**config.mk**
```make
export PLATFORM = sky130hd
export DESIGN_NAME = skr_cell
export DESIGN_NICKNAME = d
export VERILOG_FILES = /design/src/rtl/skr_pkg.sv /design/src/rtl/skr_cell.sv
export SDC_FILE = /design/constraint.sdc
export NUM_CORES = 1
export LEC_CHECK = 0
export BUFFER_PORTS_ARGS = -buffer_cell sky130_fd_sc_hd__buf_2
export CAP_MARGIN = 20
export CORE_AREA = 2 2 117 119
export CTS_BUF_LIST = sky130_fd_sc_hd__clkbuf_16
export DETAILED_ROUTE_END_ITERATION = 8
export DIE_AREA = 0 0 119 121
export GPL_ROUTABILITY_DRIVEN = 0
export PLACE_DENSITY_LB_ADDON = 0.1
export SLEW_MARGIN = 25
export SYNTH_ARGS = -nofsm -noshare
export SYNTH_HDL_FRONTEND = slang
export SYNTH_SLANG_ARGS = --single-unit
```
**constraint.sdc**
```tcl
create_clock -name clk -period 14.7 [get_ports clk]
set_input_delay 2.205 -clock clk [delete_from_list [all_inputs] [get_ports clk]]
set_output_delay 2.205 -clock clk [all_outputs]
set_load 0.005 [all_outputs]
```
**src/rtl/skr_pkg.sv**
```systemverilog
// Shared types and constants for the sorted key registry.
package skr_pkg;

    // Default number of entries in the table.
    localparam int CAPACITY_DEF = 256;

    // Field widths.
    localparam int CMD_W    = 2;
    localparam int TYPE_W   = 16;
    localparam int QUAL_W   = 16;
    localparam int IDENT_W  = 32;
    localparam int HANDLE_W = 32;
    localparam int STATUS_W = 2;
    localparam int KEY_W    = TYPE_W + QUAL_W + IDENT_W;

    // Command codes.
    localparam logic [CMD_W-1:0] CMD_CLEAR = 2'd0;
    localparam logic [CMD_W-1:0] CMD_ADD   = 2'd1;
    localparam logic [CMD_W-1:0] CMD_GET   = 2'd2;

    // Status codes.
    localparam logic [STATUS_W-1:0] ST_OK   = 2'd0;
    localparam logic [STATUS_W-1:0] ST_DUP  = 2'd1;
    localparam logic [STATUS_W-1:0] ST_FULL = 2'd2;
    localparam logic [STATUS_W-1:0] ST_MISS = 2'd3;

    // One request.
    typedef struct packed {
        logic [CMD_W-1:0]    command;
        logic [TYPE_W-1:0]   res_type;
        logic [QUAL_W-1:0]   qualifier;
        logic [IDENT_W-1:0]  ident;
        logic [HANDLE_W-1:0] handle;
    } req_t;

    // One response.
    typedef struct packed {
        logic [STATUS_W-1:0] status;
        logic [HANDLE_W-1:0] found_handle;
    } rsp_t;

    // Controls broadcast from the sequencer to every cell.
    typedef struct packed {
        logic cmp_en;
        logic ins_en;
        logic clr_en;
    } cell_ctrl_t;

endpackage

```
**src/rtl/skr_cell.sv**
```systemverilog
// One table slot of the sorted key registry: stored entry, compare flags and shift logic.
module skr_cell (
    input  logic                          clk,
    input  logic                          rst_n,
    input  skr_pkg::cell_ctrl_t           ctrl,
    input  logic [skr_pkg::KEY_W-1:0]     new_key,
    input  logic [skr_pkg::HANDLE_W-1:0]  new_handle,
    input  logic [skr_pkg::KEY_W-1:0]     left_key,
    input  logic [skr_pkg::HANDLE_W-1:0]  left_handle,
    input  logic                          left_valid,
    input  logic                          left_lt,
    output logic [skr_pkg::KEY_W-1:0]     key,
    output logic [skr_pkg::HANDLE_W-1:0]  handle,
    output logic                          valid,
    output logic                          lt,
    output logic                          eq
);
    import skr_pkg::*;

    logic [KEY_W-1:0]    key_reg;
    logic [HANDLE_W-1:0] handle_reg;
    logic                valid_reg;
    logic                lt_reg;
    logic                eq_reg;

    // Occupancy and compare flags.
    always_ff @(posedge clk or negedge rst_n)
    begin
        if (!rst_n)
        begin
            valid_reg <= 1'b0;
            lt_reg    <= 1'b0;
            eq_reg    <= 1'b0;
        end
        else if (ctrl.clr_en)
        begin
            valid_reg <= 1'b0;
            lt_reg    <= 1'b0;
            eq_reg    <= 1'b0;
        end
        else
        begin
            if (ctrl.cmp_en)
            begin
                lt_reg <= valid_reg && (key_reg < new_key);
                eq_reg <= valid_reg && (key_reg == new_key);
            end
            // A slot becomes occupied when the occupied run grows into it.
            if (ctrl.ins_en)
            begin
                valid_reg <= valid_reg | left_valid;
            end
        end
    end

    // Entry data: keep if smaller than the new key, take the new entry at the
    // insertion point, otherwise shift in from the left.
    always_ff @(posedge clk)
    begin
        if (ctrl.ins_en && !lt_reg)
        begin
            if (left_lt)
            begin
                key_reg    <= new_key;
                handle_reg <= new_handle;
            end
            else if (left_valid)
            begin
                key_reg    <= left_key;
                handle_reg <= left_handle;
            end
        end
    end

    assign key    = key_reg;
    assign handle = handle_reg;
    assign valid  = valid_reg;
    assign lt     = lt_reg;
    assign eq     = eq_reg;

endmodule

```
==> impl_metrics.env <==
export IMPL_cp_cell_sequence="buf_4, nor2_1, nor3b_2, buf_4, buf_4"
export IMPL_status="finished, final reports clean"
export IMPL_p_int_w=0.000550
export IMPL_cpLargestDelayFamily="buffers and inverters"
export IMPL_postCtsSetupRepairBufs=0
export IMPL_place_hpwl_um=12100
export IMPL_layout_drive_gt1_share_pct=55.4
export IMPL_p_clk_share_pct=34.7
export IMPL_placed_area_sq_mm=0.00743
export IMPL_timing_final_crit_share_pct=28.3
export IMPL_cts_buffers=9
export IMPL_worst_pin_slew_ns=0.872
export IMPL_cp_common_cell="buf_4"
export IMPL_io_pins=298
export IMPL_dieArea_sq_mm=0.0144
export IMPL_drt_met1_wl_um=5940
export IMPL_die_h_um=121
export IMPL_grt_max_degree=67
export IMPL_avgRoutedWirePerCell_um=16.4
export IMPL_synth_area_per_cell_sq_um=13.0
export IMPL_cts_tree="yes"
export IMPL_die_w_um=119
export IMPL_design_area_sq_mm=0.00774
export IMPL_r2r_end="lt$_DFFE_PN0P_"
export IMPL_wl_um=15100
export IMPL_relSlewSlack_pct=41.9
export IMPL_period_minus_slack_ns=4.15
export IMPL_tns_ns=0
export IMPL_slowest_delay_ns=0.66
export IMPL_finalClockSkew_ns=0.00582
export IMPL_total_power_w=0.000721
export IMPL_antenna_found_initial=0
export IMPL_crit_slowest_cell="buf_4"
export IMPL_synth_seq_cells=99
export IMPL_met3WireLength_um=1240
export IMPL_synth_seq_area_share_pct=51.6
export IMPL_p_sw_w=0.000171
export IMPL_cp_depth=5
export IMPL_clock_path_buffers=2
export IMPL_end_kind="flop"
export IMPL_dr_total_vias=4548
export IMPL_p_leak_nw=3.74
export IMPL_power_density_mw_per_mm2=93.2
export IMPL_finalSetupViolCount=0
export IMPL_swShare_pct=23.8
export IMPL_synth_edf_count=96
export IMPL_max_cap_viol_count=0
export IMPL_grt_pass1_wl_um=22900
export IMPL_routed_wl_met2_um=7460
export IMPL_rows=42
export IMPL_largest_reg_flops=64
export IMPL_initial_core_util_pct=43.8
export IMPL_timing_critical_path_to="key[62]$_DFFE_PP_"
export IMPL_irDropWorstVdd_uv=54.6
export IMPL_antennaDiodeCount=0
export IMPL_num_nets_final=1005
export IMPL_slew_violations=0
export IMPL_ys_types=30
export IMPL_ant_nets=0
export IMPL_firstDrtPassIters=4
export IMPL_io_buffer_count=297
export IMPL_critPathLaunch="left_lt"
export IMPL_cp_data_arrival_time_ns=4.13
export IMPL_critical_path_class="in -> reg"
export IMPL_syn_inst=442
export IMPL_ys_warn_count=0
export IMPL_syn_num_nets=705
export IMPL_viasPerCell=4.93
export IMPL_critPathRequiredTime_ns=14.68
export IMPL_drt_iter0_drc=106
export IMPL_overflow=0
export IMPL_grtUsageTotal_pct=20.6
export IMPL_fmax_mhz=241
export IMPL_ctsHoldBuffers=0
export IMPL_cts_resized_gates=0
export IMPL_top_layer_used="met4"
export IMPL_clock_sinks=99
export IMPL_core_region_area_sq_mm=0.0131
export IMPL_worst_skew_pair_late_latency_ns=0.34
export IMPL_area_growth_pct=34.9
export IMPL_syn_area_sq_mm=0.00574
export IMPL_path_buf_inv=3
export IMPL_reg2regPathDepth=7
export IMPL_min_path_type="reg -> reg"
export IMPL_seqPwrFrac_pct=47.6
export IMPL_drc=0
export IMPL_cts_max_level=3
export IMPL_regToRegSetupSlack_ns=12.27
export IMPL_combPwrFrac_pct=17.8
export IMPL_fin_hold_ws_ns=0.489
export IMPL_path_clk_slew_ns=0.06
export IMPL_finalHoldViolCount=0
export IMPL_cp_max_fo=50
export IMPL_grt_pass1_vias=4701
export IMPL_r2r_start="key[50]$_DFFE_PP_"
export IMPL_critPathLaunchType="primary input"
export IMPL_synth_top_flop_cell="edfxtp_1"
export IMPL_rsz0062_at_grt="false"
export IMPL_synthArstFlopShare_pct=3.03
export IMPL_clockRootBuffer="clkbuf_16"
power groups by stage:
stage	clock network [W]	logic (W)	registers [W]
global route	0.000264	0.000144	0.000345
CTS	0.000255	0.000130	0.000343
finish	0.000250	0.000128	0.000343
detailed placement	0	0.000130	0.000349
floorplan	0	0.0000636	0.000354
global placement	0	0.000126	0.000349
layout by cell type (no fill, tap or decap), types with 2 or more instances in the layout:
master / n
nor2b_1: 3
a211oi_1: 2
clkinv_2: 2
nor3_1: 7
a21oi_1: 24
nor2_1: 6
nand2_1: 15
a221o_1: 3
nand3_1: 4
clkbuf_16: 9
o31a_1: 2
buf_4: 4
inv_1: 66
bufinv_16: 2
nand4_1: 13
edfxtp_1: 96
ha_1: 64
or4_1: 2
o21ai_0: 8
and4_1: 2
mux2_2: 96
dfrtp_1: 3
a21o_1: 5
buf_2: 296
final cells by class:
cell class / instances / area [sq um]
inverters: 66 / 248
clock inverters: 6 / 81.3
repair buffers: 300 / 1510
fillers: 1128 / 5350
flip-flops and latches: 99 / 2960
multi-input cells: 266 / 2490
clock buffers: 9 / 225
well taps: 176 / 220
synthesized netlist by cell type (all sizes together) (3+ instances only):
cell type,n,share of area [%]
a21o,5,0.65
a21oi,24,2.1
a221o,3,0.52
and4,3,0.48
clkbuf,11,0.72
dfrtp,3,1.3
edfxtp,96,50
ha,64,14
inv,66,4.3
mux2,96,19
nand2,15,0.98
nand3,4,0.35
nand4,13,1.4
nor2,6,0.39
nor2b,3,0.33
nor3,7,0.61
o21ai,8,0.70
how the worst min path moves through the flow:
stage | slack, ns | end | start | depth (start not counted)
2_1_floorplan | 0.46 | eq$_DFFE_PN0P_ | eq$_DFFE_PN0P_ | 2
4_1_cts | 0.48 | eq$_DFFE_PN0P_ | eq$_DFFE_PN0P_ | 2
3_5_place_dp | 0.47 | eq$_DFFE_PN0P_ | eq$_DFFE_PN0P_ | 2
5_1_grt | 0.50 | eq$_DFFE_PN0P_ | eq$_DFFE_PN0P_ | 2
3_3_place_gp | 0.45 | eq$_DFFE_PN0P_ | eq$_DFFE_PN0P_ | 2
6_report | 0.49 | eq$_DFFE_PN0P_ | eq$_DFFE_PN0P_ | 2
logic make-up after synthesis:
family	Yosys count	synth area share, %
adder cells (fa/ha/maj)	64	14.0
flip-flops	99	51.6
AND/OR/NAND/NOR	56	5.21
buffers and inverters	77	5.04
multiplexers	96	18.8
AO/OA/AOI/OAI	50	5.37
per-stage QoR:
stage,setup slack [ns],util (%),cells
3_5_place_dp,10.15,56.8,907
6_report,10.55,59.1,922
3_3_place_gp,10.23,56.8,907
4_1_cts,10.53,59.1,922
5_1_grt,10.38,59.1,922
2_1_floorplan,3.86,-,442
worst register-to-register path, delay by kind of cell (launching register included):
kind,cells,cell delay [ns]
AND/OR/NAND/NOR,1,0.22
AO/OA/AOI/OAI,5,1.41
adder cells (fa/ha/maj),1,0.30
flip-flops,1,0.41
routing by layer:
| layer | up-vias | global-route usage (%) |
|---|---|---|
| met5 | - | 0 |
| met4 | 0 | 9.23 |
| met3 | 27 | 6.34 |
| met2 | 187 | 36.2 |
| met1 | 2094 | 22.9 |
| li1 | 2240 | - |
Note: power is estimated with default switching activity, not from simulation.
